### src/hdl/ffca_pkg.sv
// ----------------------------------------------------------------------------
// ffca_pkg
// Shared field widths, status codes and controller/datapath signal groups
// for the first-fit chunk allocator.
// ----------------------------------------------------------------------------
package ffca_pkg;

	localparam int SIZE_W   = 16;
	localparam int START_W  = 8;
	localparam int COUNT_W  = 9;
	localparam int STATUS_W = 2;
	// chunk demand of a 16-bit byte size after rounding up
	localparam int NEED_W   = 17;

	typedef enum logic [STATUS_W-1:0] {
		ST_OK      = 2'd0,
		ST_NOSPACE = 2'd1,
		ST_ZERO    = 2'd2,
		ST_RANGE   = 2'd3
	} status_t;

	typedef enum logic {
		FUNC_ALLOC   = 1'b0,
		FUNC_RELEASE = 1'b1
	} func_t;

	// result to load into the response register
	typedef enum logic [2:0] {
		RES_ALLOC_OK = 3'd0,
		RES_REL_OK   = 3'd1,
		RES_NOSPACE  = 3'd2,
		RES_ZERO     = 3'd3,
		RES_RANGE    = 3'd4
	} res_t;

	typedef struct packed {
		logic capture;
		logic clr_step;
		logic div_load;
		logic scan_start;
		logic scan_step;
		logic fill_alloc;
		logic fill_release;
		logic fill_step;
		logic load_result;
		res_t res;
	} cmd_t;

	typedef struct packed {
		logic clr_done;
		logic is_release;
		logic size_zero;
		logic range_bad;
		logic count_zero;
		logic too_big;
		logic found;
		logic scan_end;
		logic fill_last;
	} sts_t;

endpackage

### src/hdl/ffca_req_if.sv
// ----------------------------------------------------------------------------
// ffca_req_if
// Request channel: allocate or release, with valid/ready handshake.
// ----------------------------------------------------------------------------
interface ffca_req_if;
	import ffca_pkg::*;

	logic                valid;
	logic                ready;
	logic                func;
	logic [SIZE_W-1:0]   size_bytes;
	logic [START_W-1:0]  release_start;
	logic [COUNT_W-1:0]  release_count;

	modport source (
		output valid, func, size_bytes, release_start, release_count,
		input  ready
	);

	modport sink (
		input  valid, func, size_bytes, release_start, release_count,
		output ready
	);

endinterface

### src/hdl/ffca_rsp_if.sv
// ----------------------------------------------------------------------------
// ffca_rsp_if
// Response channel: status, granted start and chunk count.
// ----------------------------------------------------------------------------
interface ffca_rsp_if;
	import ffca_pkg::*;

	logic                valid;
	logic                ready;
	logic [STATUS_W-1:0] status;
	logic [START_W-1:0]  start_chunk;
	logic [COUNT_W-1:0]  chunk_count;

	modport source (
		output valid, status, start_chunk, chunk_count,
		input  ready
	);

	modport sink (
		input  valid, status, start_chunk, chunk_count,
		output ready
	);

endinterface

### src/hdl/first_fit_chunk_allocator_top.sv
// ----------------------------------------------------------------------------
// first_fit_chunk_allocator_top
// First-fit allocator of contiguous chunk runs over a one-bit free map.
// ----------------------------------------------------------------------------
// Usage:
//   req carries one request: func 0 allocates ceil(size_bytes / CHUNK_BYTES)
//   chunks at the lowest free run, func 1 frees release_count chunks from
//   release_start. rsp returns one response per request: status, start_chunk
//   and chunk_count (both zero unless status is ok).
//   One request is worked at a time; req.ready is high only when idle.
//   An allocate scans the map one chunk per cycle through the memory read
//   port and stops at the first fitting run.
//   After reset the free map is set to all free by a clearing pass during
//   which no request is taken.
//   A stalled response is held in the output register; the next request is
//   still accepted and works until its own response is due.
// ----------------------------------------------------------------------------
module first_fit_chunk_allocator_top #(
	parameter int POOL_CHUNKS = 256,
	parameter int CHUNK_BYTES = 64
) (
	input  logic        clk,
	input  logic        arst_n,
	ffca_req_if.sink    req,
	ffca_rsp_if.source  rsp
);
	import ffca_pkg::*;

	cmd_t cmd;
	sts_t sts;

	ffca_ctrl u_ctrl (
		.clk       (clk),
		.arst_n    (arst_n),
		.req_valid (req.valid),
		.req_ready (req.ready),
		.rsp_valid (rsp.valid),
		.rsp_ready (rsp.ready),
		.cmd       (cmd),
		.sts       (sts)
	);

	ffca_dp #(
		.POOL_CHUNKS (POOL_CHUNKS),
		.CHUNK_BYTES (CHUNK_BYTES)
	) u_dp (
		.clk           (clk),
		.arst_n        (arst_n),
		.cmd           (cmd),
		.sts           (sts),
		.func          (req.func),
		.size_bytes    (req.size_bytes),
		.release_start (req.release_start),
		.release_count (req.release_count),
		.status        (rsp.status),
		.start_chunk   (rsp.start_chunk),
		.chunk_count   (rsp.chunk_count)
	);

	// a new request never lands while a scan or fill is running
	a_accept_idle: assert property (@(posedge clk) disable iff (!arst_n)
		(req.valid && req.ready) |-> (!cmd.scan_step && !cmd.fill_step))
		else $error("request accepted during scan or fill");

	// clearing pass and run fill never share the write port
	a_one_writer: assert property (@(posedge clk) disable iff (!arst_n)
		!(cmd.clr_step && cmd.fill_step))
		else $error("clear and fill write together");

	// a pending response is never overwritten
	a_no_overwrite: assert property (@(posedge clk) disable iff (!arst_n)
		cmd.load_result |-> (!rsp.valid || rsp.ready))
		else $error("response overwritten while stalled");

	// a failed request carries no start or count
	a_fail_zero: assert property (@(posedge clk) disable iff (!arst_n)
		(rsp.valid && (rsp.status != ST_OK)) |->
		((rsp.start_chunk == '0) && (rsp.chunk_count == '0)))
		else $error("failed response with nonzero payload");

endmodule

### src/hdl/ffca_dp.sv
// ----------------------------------------------------------------------------
// ffca_dp
// Datapath: free map memory, chunk rounding, first-fit scan, run fill and
// response register.
// ----------------------------------------------------------------------------
module ffca_dp #(
	parameter int POOL_CHUNKS = 256,
	parameter int CHUNK_BYTES = 64
) (
	input  logic                           clk,
	input  logic                           arst_n,
	input  ffca_pkg::cmd_t                 cmd,
	output ffca_pkg::sts_t                 sts,
	input  logic                           func,
	input  logic [ffca_pkg::SIZE_W-1:0]    size_bytes,
	input  logic [ffca_pkg::START_W-1:0]   release_start,
	input  logic [ffca_pkg::COUNT_W-1:0]   release_count,
	output logic [ffca_pkg::STATUS_W-1:0]  status,
	output logic [ffca_pkg::START_W-1:0]   start_chunk,
	output logic [ffca_pkg::COUNT_W-1:0]   chunk_count
);
	import ffca_pkg::*;

	localparam int IDX_W  = $clog2(POOL_CHUNKS);
	localparam int RUN_W  = $clog2(POOL_CHUNKS + 1);
	localparam logic [IDX_W-1:0] LAST_IDX = IDX_W'(POOL_CHUNKS - 1);

	// ceil(size / CHUNK_BYTES) as (size + CHUNK_BYTES - 1) * M >> SH
	localparam int DIV_L  = $clog2(CHUNK_BYTES);
	localparam int DIV_SH = NEED_W + DIV_L;
	localparam int MUL_W  = NEED_W + 1;
	localparam int PROD_W = NEED_W + MUL_W;
	localparam logic [63:0] DIV_M = ((64'd1 << DIV_SH) / 64'(CHUNK_BYTES)) + 64'd1;

	// captured request
	logic                func_q;
	logic [SIZE_W-1:0]   size_q;
	logic [START_W-1:0]  rel_start_q;
	logic [COUNT_W-1:0]  rel_count_q;
	logic [NEED_W-1:0]   need_q;

	// free map, one bit per chunk, 1 = free
	logic                map_mem [POOL_CHUNKS];

	logic [IDX_W-1:0]    clr_ptr_q;
	logic [IDX_W-1:0]    rd_addr_q;
	logic                rd_more_q;
	logic                rd_vld_s1;
	logic                rd_data_s1;
	logic [IDX_W-1:0]    rd_idx_s1;
	logic [RUN_W-1:0]    run_q;
	logic [IDX_W-1:0]    run_start_q;
	logic [IDX_W-1:0]    fill_ptr_q;
	logic [RUN_W-1:0]    fill_left_q;
	logic                fill_data_q;

	logic [STATUS_W-1:0] status_q;
	logic [START_W-1:0]  start_q;
	logic [COUNT_W-1:0]  count_q;

	logic [NEED_W-1:0]   div_num;
	logic [PROD_W-1:0]   div_prod;
	logic [RUN_W-1:0]    run_inc;
	logic [IDX_W-1:0]    found_start;
	logic                found;
	logic                wr_en;
	logic [IDX_W-1:0]    wr_addr;
	logic                wr_data;

	// round the byte size up to chunks
	assign div_num  = NEED_W'(size_q) + NEED_W'(CHUNK_BYTES - 1);
	assign div_prod = PROD_W'(div_num) * PROD_W'(DIV_M[MUL_W-1:0]);

	// run tracking on the registered map bit
	assign run_inc     = run_q + RUN_W'(1);
	assign found       = rd_vld_s1 && rd_data_s1 && (NEED_W'(run_inc) >= need_q);
	assign found_start = (run_q == '0) ? rd_idx_s1 : run_start_q;

	// status toward the controller
	always_comb begin
		sts            = '0;
		sts.clr_done   = (clr_ptr_q == LAST_IDX);
		sts.is_release = (func_q == FUNC_RELEASE);
		sts.size_zero  = (size_q == '0);
		sts.range_bad  = ((32'(rel_start_q) + 32'(rel_count_q)) > 32'(POOL_CHUNKS));
		sts.count_zero = (rel_count_q == '0);
		sts.too_big    = (need_q > NEED_W'(POOL_CHUNKS));
		sts.found      = found;
		sts.scan_end   = rd_vld_s1 && (rd_idx_s1 == LAST_IDX) && !found;
		sts.fill_last  = (fill_left_q == RUN_W'(1));
	end

	// select the map write: clearing pass or run fill
	always_comb begin
		wr_en   = 1'b0;
		wr_addr = fill_ptr_q;
		wr_data = fill_data_q;
		if (cmd.clr_step) begin
			wr_en   = 1'b1;
			wr_addr = clr_ptr_q;
			wr_data = 1'b1;
		end else if (cmd.fill_step) begin
			wr_en   = 1'b1;
		end
	end

	// map memory: one write and one registered read per cycle
	always_ff @(posedge clk) begin
		if (wr_en) begin
			map_mem[wr_addr] <= wr_data;
		end
		if (cmd.scan_step && rd_more_q) begin
			rd_data_s1 <= map_mem[rd_addr_q];
		end
	end

	// control registers of the clearing pass and scan
	always_ff @(posedge clk or negedge arst_n) begin
		if (!arst_n) begin
			clr_ptr_q <= '0;
			rd_more_q <= 1'b0;
			rd_vld_s1 <= 1'b0;
		end else begin
			if (cmd.clr_step) begin
				clr_ptr_q <= clr_ptr_q + IDX_W'(1);
			end
			if (cmd.scan_start) begin
				rd_more_q <= 1'b1;
				rd_vld_s1 <= 1'b0;
			end else if (cmd.scan_step) begin
				rd_vld_s1 <= rd_more_q;
				if (rd_more_q && (rd_addr_q == LAST_IDX)) begin
					rd_more_q <= 1'b0;
				end
			end
		end
	end

	// payload registers
	always_ff @(posedge clk) begin
		if (cmd.capture) begin
			func_q      <= func;
			size_q      <= size_bytes;
			rel_start_q <= release_start;
			rel_count_q <= release_count;
		end
		if (cmd.div_load) begin
			need_q <= NEED_W'(div_prod >> DIV_SH);
		end

		// advance the scan address and track the current free run
		if (cmd.scan_start) begin
			rd_addr_q <= '0;
			run_q     <= '0;
		end else if (cmd.scan_step) begin
			if (rd_more_q) begin
				rd_idx_s1 <= rd_addr_q;
				rd_addr_q <= rd_addr_q + IDX_W'(1);
			end
			if (rd_vld_s1) begin
				if (rd_data_s1) begin
					run_start_q <= found_start;
					run_q       <= run_inc;
				end else begin
					run_q <= '0;
				end
			end
		end

		// load and advance the run fill
		if (cmd.fill_alloc) begin
			run_start_q <= found_start;
			fill_ptr_q  <= found_start;
			fill_left_q <= RUN_W'(need_q);
			fill_data_q <= 1'b0;
		end else if (cmd.fill_release) begin
			fill_ptr_q  <= IDX_W'(rel_start_q);
			fill_left_q <= RUN_W'(rel_count_q);
			fill_data_q <= 1'b1;
		end else if (cmd.fill_step) begin
			fill_ptr_q  <= fill_ptr_q + IDX_W'(1);
			fill_left_q <= fill_left_q - RUN_W'(1);
		end

		// response register
		if (cmd.load_result) begin
			case (cmd.res)
				RES_ALLOC_OK: begin
					status_q <= ST_OK;
					start_q  <= START_W'(run_start_q);
					count_q  <= COUNT_W'(need_q);
				end
				RES_REL_OK: begin
					status_q <= ST_OK;
					start_q  <= rel_start_q;
					count_q  <= rel_count_q;
				end
				RES_NOSPACE: begin
					status_q <= ST_NOSPACE;
					start_q  <= '0;
					count_q  <= '0;
				end
				RES_ZERO: begin
					status_q <= ST_ZERO;
					start_q  <= '0;
					count_q  <= '0;
				end
				default: begin
					status_q <= ST_RANGE;
					start_q  <= '0;
					count_q  <= '0;
				end
			endcase
		end
	end

	assign status      = status_q;
	assign start_chunk = start_q;
	assign chunk_count = count_q;

endmodule

### src/hdl/ffca_ctrl.sv
// ----------------------------------------------------------------------------
// ffca_ctrl
// Controller: sequences clearing, decode, rounding, scan, fill and response.
// ----------------------------------------------------------------------------
module ffca_ctrl (
	input  logic            clk,
	input  logic            arst_n,
	input  logic            req_valid,
	output logic            req_ready,
	output logic            rsp_valid,
	input  logic            rsp_ready,
	output ffca_pkg::cmd_t  cmd,
	input  ffca_pkg::sts_t  sts
);
	import ffca_pkg::*;

	typedef enum logic [6:0] {
		S_CLEAR  = 7'b0000001,
		S_IDLE   = 7'b0000010,
		S_DECODE = 7'b0000100,
		S_CHECK  = 7'b0001000,
		S_SCAN   = 7'b0010000,
		S_FILL   = 7'b0100000,
		S_RESP   = 7'b1000000
	} state_t;

	state_t state_q, state_d;
	res_t   res_q, res_d;
	logic   out_valid_q;

	// next state and commands
	always_comb begin
		state_d   = state_q;
		res_d     = res_q;
		cmd       = '0;
		req_ready = 1'b0;
		unique case (state_q)
			S_CLEAR: begin
				cmd.clr_step = 1'b1;
				if (sts.clr_done) begin
					state_d = S_IDLE;
				end
			end
			S_IDLE: begin
				req_ready = 1'b1;
				if (req_valid) begin
					cmd.capture = 1'b1;
					state_d     = S_DECODE;
				end
			end
			S_DECODE: begin
				if (sts.is_release) begin
					if (sts.range_bad) begin
						res_d   = RES_RANGE;
						state_d = S_RESP;
					end else if (sts.count_zero) begin
						res_d   = RES_REL_OK;
						state_d = S_RESP;
					end else begin
						cmd.fill_release = 1'b1;
						res_d            = RES_REL_OK;
						state_d          = S_FILL;
					end
				end else if (sts.size_zero) begin
					res_d   = RES_ZERO;
					state_d = S_RESP;
				end else begin
					cmd.div_load = 1'b1;
					state_d      = S_CHECK;
				end
			end
			S_CHECK: begin
				if (sts.too_big) begin
					res_d   = RES_NOSPACE;
					state_d = S_RESP;
				end else begin
					cmd.scan_start = 1'b1;
					state_d        = S_SCAN;
				end
			end
			S_SCAN: begin
				if (sts.found) begin
					cmd.fill_alloc = 1'b1;
					res_d          = RES_ALLOC_OK;
					state_d        = S_FILL;
				end else if (sts.scan_end) begin
					res_d   = RES_NOSPACE;
					state_d = S_RESP;
				end else begin
					cmd.scan_step = 1'b1;
				end
			end
			S_FILL: begin
				cmd.fill_step = 1'b1;
				if (sts.fill_last) begin
					state_d = S_RESP;
				end
			end
			S_RESP: begin
				// hold until the response register is free
				if (!out_valid_q || rsp_ready) begin
					cmd.load_result = 1'b1;
					cmd.res         = res_q;
					state_d         = S_IDLE;
				end
			end
			default: begin
				state_d = S_IDLE;
			end
		endcase
	end

	always_ff @(posedge clk or negedge arst_n) begin
		if (!arst_n) begin
			state_q     <= S_CLEAR;
			res_q       <= RES_ALLOC_OK;
			out_valid_q <= 1'b0;
		end else begin
			state_q <= state_d;
			res_q   <= res_d;
			if (cmd.load_result) begin
				out_valid_q <= 1'b1;
			end else if (rsp_ready) begin
				out_valid_q <= 1'b0;
			end
		end
	end

	assign rsp_valid = out_valid_q;

endmodule

### src/flat_wrapper.sv
// flat-port wrapper written by rule: the top's interface ports become plain ports
module first_fit_chunk_allocator_top_flat import ffca_pkg::*;
#(
	parameter int POOL_CHUNKS = 256,
	parameter int CHUNK_BYTES = 64
)
  (clk, arst_n, req_valid, req_func, req_size_bytes, req_release_start, req_release_count, req_ready, rsp_valid, rsp_status, rsp_start_chunk, rsp_chunk_count, rsp_ready);
  ffca_req_if req_i ();
  ffca_rsp_if rsp_i ();
  input  logic clk;
  input  logic arst_n;
  input wire logic [$bits(req_i.valid)-1:0] req_valid;
  input wire logic [$bits(req_i.func)-1:0] req_func;
  input wire logic [$bits(req_i.size_bytes)-1:0] req_size_bytes;
  input wire logic [$bits(req_i.release_start)-1:0] req_release_start;
  input wire logic [$bits(req_i.release_count)-1:0] req_release_count;
  output wire logic [$bits(req_i.ready)-1:0] req_ready;
  output wire logic [$bits(rsp_i.valid)-1:0] rsp_valid;
  output wire logic [$bits(rsp_i.status)-1:0] rsp_status;
  output wire logic [$bits(rsp_i.start_chunk)-1:0] rsp_start_chunk;
  output wire logic [$bits(rsp_i.chunk_count)-1:0] rsp_chunk_count;
  input wire logic [$bits(rsp_i.ready)-1:0] rsp_ready;
  assign req_i.valid = req_valid;
  assign req_i.func = req_func;
  assign req_i.size_bytes = req_size_bytes;
  assign req_i.release_start = req_release_start;
  assign req_i.release_count = req_release_count;
  assign req_ready = req_i.ready;
  assign rsp_valid = rsp_i.valid;
  assign rsp_status = rsp_i.status;
  assign rsp_start_chunk = rsp_i.start_chunk;
  assign rsp_chunk_count = rsp_i.chunk_count;
  assign rsp_i.ready = rsp_ready;
  first_fit_chunk_allocator_top #(.POOL_CHUNKS(POOL_CHUNKS), .CHUNK_BYTES(CHUNK_BYTES)) u_core (.clk(clk), .arst_n(arst_n), .req(req_i), .rsp(rsp_i));
endmodule
### config.mk
export PLATFORM = sky130hd
export DESIGN_NAME = first_fit_chunk_allocator_top_flat
export DESIGN_NICKNAME = d
export VERILOG_FILES = /design/src/hdl/ffca_pkg.sv /design/src/hdl/ffca_req_if.sv /design/src/hdl/ffca_rsp_if.sv /design/src/hdl/first_fit_chunk_allocator_top.sv /design/src/hdl/ffca_dp.sv /design/src/hdl/ffca_ctrl.sv /design/src/flat_wrapper.sv
export SDC_FILE = /design/constraint.sdc
export NUM_CORES = 1
export LEC_CHECK = 0
export BUFFER_PORTS_ARGS = -buffer_cell sky130_fd_sc_hd__buf_4
export CAP_MARGIN = 40
export CORE_AREA = 2 2 181 183
export CTS_BUF_LIST = sky130_fd_sc_hd__clkbuf_8
export DETAILED_ROUTE_END_ITERATION = 8
export DIE_AREA = 0 0 183 185
export PLACE_DENSITY = 0.86
export SLEW_MARGIN = 15
export SYNTH_ARGS = -nofsm -noshare
export SYNTH_HDL_FRONTEND = slang
export SYNTH_HIERARCHICAL = 1
export SYNTH_SLANG_ARGS = --single-unit
export TNS_END_PERCENT = 1
### constraint.sdc
create_clock -name clk -period 3.6 [get_ports clk]
set_input_delay 0.18 -clock clk [delete_from_list [all_inputs] [get_ports clk]]
set_output_delay 0.18 -clock clk [all_outputs]
set_load 0.05 [all_outputs]
==> flow_summary_export.csv, run 1 <==
group,metric,value,unit
run_status,status,"finished clean",
grt,grt_pass1_vias,12730,
logic_synthesis,synth-edff-count,354,
timing,clock.fmax,0.2855,GHz
logic_synthesis,synth.area.top_cells,"edfxtp_1 58%, nor2_1 6.8%, mux4_2 6.8%",
setup_path,crit_cells,15,
pwr,p_leak,7.154,nW
routing,drt_pass1_iterations,7,
cts,clkSlewWorstSetupHoldPaths,0.06,ns
logic_synthesis,synth_top_cell_by_area,"edfxtp_1",
placed_design,gp_congestion,0.8831,
timing,final.setup.worst_slack,0.09780,ns
setup_path,setup.worst_path.start,"u_core/u_dp/rel_start_q[0]$_DFFE_PP_",
timing,timing.final.crit_share,97.28,%
cts,clk_latency,0.63,ns
setup_path,cp-start-kind,"register",
setup_path,required,3.97,ns
finish,fin_nets,1655,
timing,rsz0062_at_grt,"true",
grt,grt_pass1_wl,67780,um
setup_path,cp.arrival,3.87,ns
finish,mostFrequentLayoutCells,"354 x edfxtp_1, 331 x nor2_1, 128 x buf_4",
logic_synthesis,ys_warn_count,6,
logic_synthesis,avgSynthCellArea,12.75,um2
grt,antenna_found_initial,0,
die,io_pins,59,
die,die_y,185,um
routing,route.vias.total,12780,
setup_path,slowest_stage,"edfxtp_1",
die,start_util,56.81,%
timing,hold_violations,0,
setup_path,crit_chain,"ha_1 -> inv_1 -> fa_2 -> nor2b_2 -> o31a_1 -> a21oi_1 -> nor4b_1 -> nand2_1 -> a2111oi_2 -> nor3_2 -> nor3b_2 -> nor2b_4 -> buf_12 -> o21ai_0 -> mux2_2",
placed_design,place_ws,-0.08740,ns
timing,period_minus_slack,3.502,ns
setup_path,r2r_start,"u_core/u_dp/rel_start_q[0]$_DFFE_PP_",
logic_synthesis,syn_nets,1490,
routing,postRouteAntennaNets,0,
setup_path,path_class,"register to register",
logic_synthesis,synth_cell_type_count,73,
grt,grt_remaining_overflow,0,
cts,cts-buffers-inserted,66,
cts,clockBufferDepth,3,
placed_design,port_buffers,58,
finish,drive_gt1_share,19.54,%
grt,grt_usage,26.22,%
routing,wl_per_cell,21.74,um
cts,cts_tree,"yes",
routing,route.detailed.drc,0,
pwr,p_total,11.58,mW
logic_synthesis,ys.flop_type,"edfxtp_1",
pwr,vdd_drop_max,0.4002,mV
timing,setup_viol,0,
min_path,min_path_type,"input pin to async pin",
setup_path,cp_num_buf_inv,2,
run,maxCapViolCount,0,
timing,finalMaxSlewViolations,0,
logic_synthesis,seq_area_frac_synth,63.28,%
logic_synthesis,yosysTopAreaCellShare,58.40,%
finish,mostFrequentLayoutCell,"edfxtp_1",
timing,relSlewSlack,38.34,%
grt,grt_max_degree,117,
timing,worst_pin_slew,0.9236,ns
placed_design,hpwl,27720,um
setup_path,crit_fanout,10,
routing,drt_iter0_markers,1364,
logic_synthesis,async_flop_share,5.344,%
die,fp.dieArea,33860,um2
setup_path,r2r_cells,15,
finish,area_growth,16.17,%
logic_synthesis,ys_ff_latch,393,
setup_path,crit_path_end_kind,"register",
timing,finClkSkew,0.03688,ns
setup_path,cpPeakStageDelay,0.37,ns
routing,drt-total-wl,44510,um
logic_synthesis,syn_inst,1427,
pwr,power_density,547.5,nW/um2
cts,cts.sinks,393,
finish,post_layout_nonfiller_instances,2047,
cts,htree_levels,3,
routing,vias_per_cell,6.243,
die,core,32040,um2
logic_synthesis,syn_area,18200,um2
cts,ctsRootBufferMaster,"clkbuf_8",
die,fp-row-count,66,
setup_path,crit_family,"simple AND/OR/NAND/NOR gates",
placed_design,placed_cells,1884,
die,die-width,183,um
## worst paths after layout
check,endpoint,slack (ns)
max,u_core/u_dp/fill_left_q[0]$_DFFE_PP_,0.1
min,u_core/u_ctrl/state_q[0]$_DFFE_PN1P_,0.08
max reg2reg,u_core/u_dp/fill_left_q[0]$_DFFE_PP_,0.1
min reg2reg,u_core/u_ctrl/res_q[2]$_DFFE_PN0P_,0.49
max in group asynchronous,u_core/u_ctrl/state_q[1]$_DFFE_PN0P_,2.50
min in group clk,u_core/u_dp/size_q[12]$_DFFE_PP_,0.27
## kinds of logic after synthesis
family	count (synthesis)	synth area share [%]
AOI/OAI and AO/OA	173	6.242
xor gates and xnor gates	46	2.214
adders and majority gates	25	1.760
buffers and inverters	111	2.791
DFF	393	63.28
muxes	102	9.514
and+or+nand+nor	577	14.20
## flip-flops by register name, indices dropped and copies added (netlist names), 9 cells and up
register	count
u_core/u_dp/need_q	11
u_core/u_dp/map_mem	256
u_core/u_dp/run_q	9
u_core/u_dp/size_q	16
u_core/u_dp/rel_count_q	9
u_core/u_dp/fill_left_q	9
u_core/u_dp/chunk_count	9
## routing by layer
metal	share of wire, %	global-route usage [%]	up-vias
li1	-	-	5580
met1	37	33.36	6267
met2	49	43.35	784
met3	10	5.033	148
met4	4.1	13.34	0
met5	0	0	-
## layout make-up
type / instances / area (um2)
Antenna cell: 1 / 2.502
Clock buffer: 69 / 949.7
Clock inverter: 45 / 221.5
Fill cell: 2098 / 10900
Inverter: 29 / 112.6
Multi-Input combinational cell: 923 / 6230
Sequential cell: 393 / 11520
Tap cell: 408 / 510.5
Timing Repair Buffer: 179 / 1593
## cell usage after synthesis, types with 4 or more instances
cell and number:
o21ai_0 43, nand4_1 12, nor2_1 331, dfxtp_1 18
o22ai_1 6, nand3b_1 10, nand2b_1 14, buf_6 5
a221oi_1 4, nor2b_1 15, a21oi_1 40, dfrtp_1 20
mux2_2 16, a21o_1 10, o221ai_1 5, nor4_1 7
a211oi_1 4, o31ai_1 5, nand2_1 90, inv_1 28
nand3_1 22, a22oi_1 7, xnor2_1 26, buf_2 6
and2_1 9, ha_1 24, nand4b_1 4, nor3b_1 11
clkbuf_1 59, nor4b_1 4, mux2i_1 29, o211ai_1 5
mux4_2 55, edfxtp_1 354, nor3_1 22, buf_4 8
xor2_1 20, or2_2 4, and3_1 10, a22o_1 18
## power by group
part	switching, mW	internal, mW
logic	1.30	0.718
registers	0.231	5.72
clock network	1.81	1.79
total	3.34	8.23
## what timing repair did
item                                    4_1_cts  5_1_grt
endpoints found under the setup margin       26       49
gates resized for setup                       2       17
gates cloned                                  0        1
pin swaps                                     0        2
setup buffers                                 0        7
hold buffers                                 38        0
endpoints found under the hold margin        58        0
## metrics by stage
stage	instance area, um2	utilization [%]	TNS, ns	hold WS, ns
floorplan	18200	-	-1.089	-0.1156
global placement	19430	60.63	0	0.08660
detailed placement	19430	60.65	-1.219	0.08716
CTS	21000	65.53	0	0.04067
global route	21140	65.98	-0.3617	0.06989
finish	21140	65.99	0	0.07526
No activity file was read; power rests on OpenSTA's default activity.
==> run 2, diff against run 1 <==
==> constraint.sdc (replaced) <==
create_clock -name clk -period 3.6 [get_ports clk]
set_input_delay 0.36 -clock clk [delete_from_list [all_inputs] [get_ports clk]]
set_output_delay 0.36 -clock clk [all_outputs]
set_load 0.05 [all_outputs]
==> flow_summary_export.csv, run 2 (same netlist as run 1, synthesis figures left out) <==
group,metric,value,unit
timing,finalMaxSlewViolations,0,
setup_path,cp_common_cell,"a21oi_1",
run,maxCapViolCount,0,
die,core,32040,um2
routing,route.vias.total,12720,
grt,grt_usage,26.31,%
die,die_y,185,um
setup_path,crit_path_end_kind,"register",
finish,regMostFlops,"u_core/u_dp/map_mem",
run_status,status,"finished clean",
pwr,p_seq_share,51.5,%
pwr,p_clk_share,31.1,%
pwr,switchingPower,3.331,mW
pwr,vdd_drop_max,0.3994,mV
setup_path,slowest_stage,"edfxtp_1",
grt,antenna_found_initial,1,
min_path,min_path_type,"input pin to register",
setup_path,cp_num_buf_inv,2,
timing,fin_tns_setup,0,ns
placed_design,hpwl,27720,um
pwr,comb_power_share,17.4,%
grt,grt_pass1_wl,67970,um
die,fp.dieArea,33860,um2
timing,holdWs,0.09895,ns
finish,final_util,65.88,%
setup_path,cpPeakStageDelay,0.36,ns
die,start_util,56.81,%
timing,final.setup.worst_slack,0.1296,ns
routing,wl_met3,4365,um
pwr,power_density,547.6,nW/um2
routing,top_layer_used,"met5",
die,die-width,183,um
setup_path,crit_fanout,16,
cts,clockBufferDepth,3,
setup_path,crit_chain,"ha_1 -> inv_1 -> fa_2 -> nor2b_2 -> o31a_1 -> a21oi_1 -> nor4b_1 -> nand2_1 -> a2111oi_2 -> nor3_2 -> nor3b_2 -> nor2b_4 -> buf_6 -> nor2_1 -> a21oi_1 -> o21ai_0",
setup_path,setup.worst_path.start,"u_core/u_dp/rel_start_q[0]$_DFFE_PP_",
cts,htree_levels,3,
pwr,intPower,8.229,mW
setup_path,cp-endpoint,"u_core/u_dp/fill_left_q[3]$_DFFE_PP_",
setup_path,r2r_cells,16,
routing,drt-total-wl,44280,um
setup_path,crit_family,"simple AND/OR/NAND/NOR gates",
routing,vias_per_cell,6.228,
placed_design,dpl_cell_area,19430,um2
cts,cts-buffers-inserted,66,
finish,fin_area,21110,um2
cts,cts.sinks,393,
routing,route.detailed.drc,0,
routing,drt_pass1_iterations,6,
setup_path,reg2reg_to,"u_core/u_dp/fill_left_q[3]$_DFFE_PP_",
grt,grt_remaining_overflow,0,
timing,period_minus_slack,3.470,ns
die,fp-row-count,66,
timing,finClkSkew,0.03444,ns
finish,fin_nets,1652,
routing,postRouteAntennaNets,0,
routing,met2_length,21620,um
pwr,p_sw_share,28.81,%
grt,grt_pass1_vias,12650,
timing,clock.fmax,0.2882,GHz
placed_design,place_ws,-0.08740,ns
setup_path,required,3.96,ns
timing,timing.final.crit_share,96.40,%
setup_path,cp.arrival,3.83,ns
finish,num_antenna_cells,0,
timing,hold_violations,0,
grt,grt_max_degree,117,
placed_design,port_buffers,58,
timing,worst_pin_slew,0.8973,ns
cts,ctsRootBufferMaster,"clkbuf_8",
timing,relSlewSlack,40.10,%
cts,cts_tree,"yes",
finish,top_regs,"u_core/u_dp/map_mem: 256 flops, u_core/u_dp/size_q: 16 flops, u_core/u_dp/need_q: 11 flops",
cts,clkSlewWorstSetupHoldPaths,0.06,ns
setup_path,reg2reg_setup_slack,0.13,ns
routing,drt_iter0_markers,1461,
pwr,p_leak,7.139,nW
die,io_pins,59,
finish,mostFrequentLayoutCells,"354 x edfxtp_1, 331 x nor2_1, 128 x buf_4",
timing,setup_viol,0,
finish,area_growth,15.98,%
placed_design,gp_congestion,0.8831,
setup_path,r2r_start,"u_core/u_dp/rel_start_q[0]$_DFFE_PP_",
setup_path,path_class,"register to register",
routing,wl_per_cell,21.68,um
finish,drive_gt1_share,19.51,%
routing,drt-met1-wl,16420,um
finish,mostFrequentLayoutCell,"edfxtp_1",
cts,clk_latency,0.63,ns
setup_path,crit_cells,16,
setup_path,cp-start-kind,"register",
finish,largest_reg_flops,256,
run 2: cell count changes in the layout (fill, tap and decap cells not counted), sizes merged:
cell	previous run	this run
buf	140	139
diode	1	0
dlygate4sd3	38	36
run 2: power groups by stage:
stage	registers, mW	clock network (mW)	logic, mW
after CTS	5.93	3.65	1.94
after global placement	6.00	0	1.80
after floorplan	6.05	0	1.15
after global routing	5.97	3.82	2.17
after detailed placement	6.02	0	1.89
final	5.95	3.60	2.01
run 2: worst reg2reg max path: cells and delay by family (launching register included):
family	cells	cell delay (ns)
simple gates	7	1.26
compound gates	5	0.78
fa+ha+maj	2	0.54
flops	1	0.36
buf+inv	2	0.26
run 2: per-stage QoR:
step           power [mW]  cells
2_1_floorplan       7.191   1427
3_3_place_gp        7.803   1883
3_5_place_dp        7.911   1884
4_1_cts             11.52   2034
5_1_grt             11.96   2043
6_report            11.56   2043
run 2: area by class of cell:
class | instances | area (um2)
Multi-Input combinational cell | 923 | 6230
Timing Repair Buffer | 176 | 1558
Sequential cell | 393 | 11530
Tap cell | 408 | 510.5
Clock buffer | 69 | 949.7
Inverter | 29 | 112.6
Clock inverter | 45 | 221.5
Fill cell | 2107 | 10930
run 2: worst min path at each step:
stage | start | depth (start not counted) | endpoint | slack (ns)
2_1_floorplan | arst_n | 0 | u_core/u_ctrl/res_q[0]$_DFFE_PN0P_ | 0.06
3_3_place_gp | arst_n | 1 | u_core/u_ctrl/state_q[2]$_DFFE_PN0P_ | 0.27
3_5_place_dp | arst_n | 1 | u_core/u_ctrl/state_q[2]$_DFFE_PN0P_ | 0.27
4_1_cts | rsp_ready | 3 | u_core/u_ctrl/rsp_valid$_DFFE_PN0P_ | 0.06
5_1_grt | rsp_ready | 3 | u_core/u_ctrl/rsp_valid$_DFFE_PN0P_ | 0.1
6_report | rsp_ready | 3 | u_core/u_ctrl/rsp_valid$_DFFE_PN0P_ | 0.1
run 2: per-layer routing:
metal / GRT usage [%] / vias up
met2: 43.30 / 762
met1: 33.70 / 6234
li1: - / 5578
met4: 13.25 / 2
met3: 5.033 / 148
met5: 0 / -
run 2: timing repair:
| item | in CTS | in global routing |
|---|---|---|
| pin swaps | 0 | 2 |
| buffers inserted | 0 | 7 |
| hold buffers | 36 | 0 |
| endpoints found under the hold margin | 57 | 0 |
| gates cloned | 0 | 1 |
| setup endpoints to repair | 26 | 49 |
| gates resized for setup | 2 | 18 |
==> run 3, diff against run 2 <==
--- a/config.mk
+++ b/config.mk
@@ -7,11 +7,11 @@
 export LEC_CHECK = 0
 export BUFFER_PORTS_ARGS = -buffer_cell sky130_fd_sc_hd__buf_4
 export CAP_MARGIN = 40
-export CORE_AREA = 2 2 181 183
+export CORE_AREA = 2 2 217 219
 export CTS_BUF_LIST = sky130_fd_sc_hd__clkbuf_8
 export DETAILED_ROUTE_END_ITERATION = 8
-export DIE_AREA = 0 0 183 185
-export PLACE_DENSITY = 0.86
+export DIE_AREA = 0 0 219 221
+export PLACE_DENSITY = 0.64
 export SLEW_MARGIN = 15
 export SYNTH_ARGS = -nofsm -noshare
 export SYNTH_HDL_FRONTEND = slang
==> constraint.sdc (replaced) <==
create_clock -name clk -period 3.3 [get_ports clk]
set_input_delay 0.33 -clock clk [delete_from_list [all_inputs] [get_ports clk]]
set_output_delay 0.33 -clock clk [all_outputs]
set_load 0.05 [all_outputs]
==> flow_summary_export.csv, run 3 (same netlist as run 1, synthesis figures left out) <==
group,metric,value,unit
finish,mostFrequentLayoutCells,"354 x edfxtp_1, 326 x nor2_1, 166 x buf_4",
die,fp-row-count,79,
pwr,switchingPower,3.726,mW
cts,clkSlewWorstSetupHoldPaths,0.06,ns
pwr,p_total,13.07,mW
routing,drt-total-wl,44940,um
grt,busiest_layer,"met2",
timing,worst_pin_slew,0.8588,ns
cts,htree_levels,3,
cts,clockBufferDepth,3,
placed_design,dpl_cell_area,20050,um2
grt,use_met1,25.76,%
die,core,46060,um2
cts,ctsRootBufferMaster,"clkbuf_8",
timing,finClkSkew,0.03668,ns
grt,grt_remaining_overflow,0,
placed_design,port_buffers,58,
die,fp.dieArea,48400,um2
finish,drive_gt1_share,23.20,%
die,io_pins,59,
timing,timing.final.crit_share,102.9,%
setup_path,required,3.69,ns
routing,drt_iter0_markers,1101,
timing,period_minus_slack,3.396,ns
timing,relSlewSlack,42.14,%
pwr,vdd_drop_max,0.5151,mV
routing,vias_per_cell,5.353,
min_path,min_path_type,"input pin to register",
grt,use_met3,3.519,%
finish,fin_nets,1699,
routing,route.detailed.drc,0,
grt,grt_max_degree,89,
setup_path,crit_family,"simple AND/OR/NAND/NOR gates",
timing,hold_violations,0,
routing,wl_per_cell,19.55,um
pwr,intPower,9.343,mW
finish,mostFrequentLayoutCell,"edfxtp_1",
setup_path,path_class,"register to register",
cts,cts.sinks,393,
run_status,status,"complete, but fails checks",
grt,antenna_found_initial,1,
grt,grt_pass1_wl,69460,um
finish,area_growth,20.77,%
timing,final.setup.worst_slack,-0.09627,ns
timing,rsz0062_at_grt,"true",
timing,setup_viol,33,
timing,finalMaxSlewViolations,0,
setup_path,slowest_stage,"or3_1",
placed_design,hpwl,27910,um
finish,regMostFlops,"u_core/u_dp/map_mem",
pwr,p_sw_share,28.51,%
cts,cts_tree,"yes",
routing,postRouteAntennaNets,0,
grt,grt_usage,18.77,%
pwr,p_clk_share,32.2,%
grt,use_met2,29.53,%
die,start_util,39.51,%
grt,grt_pass1_vias,12300,
cts,clk_latency,0.64,ns
routing,drt_pass1_iterations,7,
finish,largest_reg_flops,256,
pwr,comb_power_share,18.4,%
run_status,violations,"setup timing",
setup_path,crit_fanout,8,
die,die-width,219,um
run,maxCapViolCount,0,
setup_path,cp_common_cell,"buf_4",
finish,fin_area,21980,um2
pwr,p_leak,7.493,nW
setup_path,crit_chain,"ha_1 -> nor2b_2 -> o31a_1 -> buf_4 -> o21a_1 -> o21ai_2 -> a2111o_1 -> o211ai_1 -> nor3_2 -> nor3b_2 -> nor2b_4 -> buf_12 -> or3_1 -> buf_4",
timing,clock.fmax,0.2944,GHz
setup_path,cpPeakStageDelay,0.41,ns
setup_path,cp.arrival,3.78,ns
setup_path,crit_path_end_kind,"register",
routing,route.vias.total,12300,
die,die_y,221,um
pwr,p_seq_share,49.4,%
setup_path,cp-start-kind,"register",
setup_path,cp_num_buf_inv,3,
finish,top_regs,"u_core/u_dp/map_mem: 256 flops, u_core/u_dp/size_q: 16 flops, u_core/u_dp/need_q: 11 flops",
pwr,power_density,594.5,nW/um2
cts,cts-buffers-inserted,68,
placed_design,gp_congestion,0.8799,
run 3: cell count changes in the layout (fill, tap and decap cells not counted), sizes merged:
cell,before,now
buf,139,184
clkinvlp,3,1
clkbuf,70,72
clkinv,18,21
inv,53,58
bufinv,0,2
diode,0,1
run 3: layout make-up:
cell class	count	area, um2
Tap cell	607	759.5
Multi-Input combinational cell	923	6365
Clock inverter	53	300.3
Clock buffer	71	977.2
Fill cell	4125	24080
Timing Repair Buffer	221	1938
Inverter	29	108.9
Antenna cell	1	2.502
Sequential cell	393	11530
run 3: layer usage:
metal / wire, um / up-vias / part of all wire [%]
met5: 0 / - / 0
met4: 1236 / 0 / 2.8
met3: 3237 / 79 / 7.2
met2: 21180 / 434 / 47
met1: 19290 / 6124 / 43
li1: - / 5665 / -
run 3: final timing paths:
path | startpoint | to | slack (ns) | cells after the start
min in group asynchronous | arst_n | u_core/u_ctrl/res_q[1]$_DFFE_PN0P_ | 0.12 | 2
max in group asynchronous | arst_n | u_core/u_ctrl/state_q[0]$_DFFE_PN1P_ | 2.88 | 2
max | u_core/u_dp/rel_start_q[2]$_DFFE_PP_ | u_core/u_dp/fill_ptr_q[5]$_DFFE_PP_ | -0.1 | 14
min | rsp_ready | u_core/u_ctrl/rsp_valid$_DFFE_PN0P_ | 0.04 | 3
min reg2reg | u_core/u_dp/run_q[1]$_SDFFE_PP0P_ | u_core/u_dp/run_q[1]$_SDFFE_PP0P_ | 0.48 | 2
max reg2reg | u_core/u_dp/rel_start_q[2]$_DFFE_PP_ | u_core/u_dp/fill_ptr_q[5]$_DFFE_PP_ | -0.1 | 14
run 3: what timing repair did:
item,4_1_cts,5_1_grt
endpoints found under the hold margin,57,0
pin swaps,4,20
gates cloned,1,1
setup buffers,2,4
hold buffers,36,0
setup endpoints to repair,68,75
resized for setup,20,45
run 3: through the flow:
| stage | utilization [%] | hold WS [ns] | setup WS (ns) | setup TNS, ns | instances |
|---|---|---|---|---|---|
| 2_1_floorplan | - | 0.03441 | -0.4052 | -13.04 | 1427 |
| 3_3_place_gp | 43.50 | 0.2481 | -0.1683 | -7.227 | 2126 |
| 3_5_place_dp | 43.54 | 0.2480 | -0.2497 | -12.05 | 2129 |
| 4_1_cts | 47.31 | 0.006747 | -0.08653 | -1.677 | 2292 |
| 5_1_grt | 47.72 | 0.05169 | -0.3019 | -10.08 | 2298 |
| 6_report | 47.72 | 0.04019 | -0.09627 | -1.913 | 2298 |
run 3: worst min-delay path, delay by kind of cell:
kind	cells	cell delay, ns
buf+inv	1	0.08
simple gates	2	0.21
run 3: power groups by stage:
stage               sequential [mW]  combinational (mW)  clock [mW]
floorplan                      6.60                1.25           0
global placement               6.55                2.13           0
detailed placement             6.55                2.21           0
CTS                            6.45                2.30        4.32
global route                   6.49                2.62        4.52
finish                         6.46                2.40        4.20
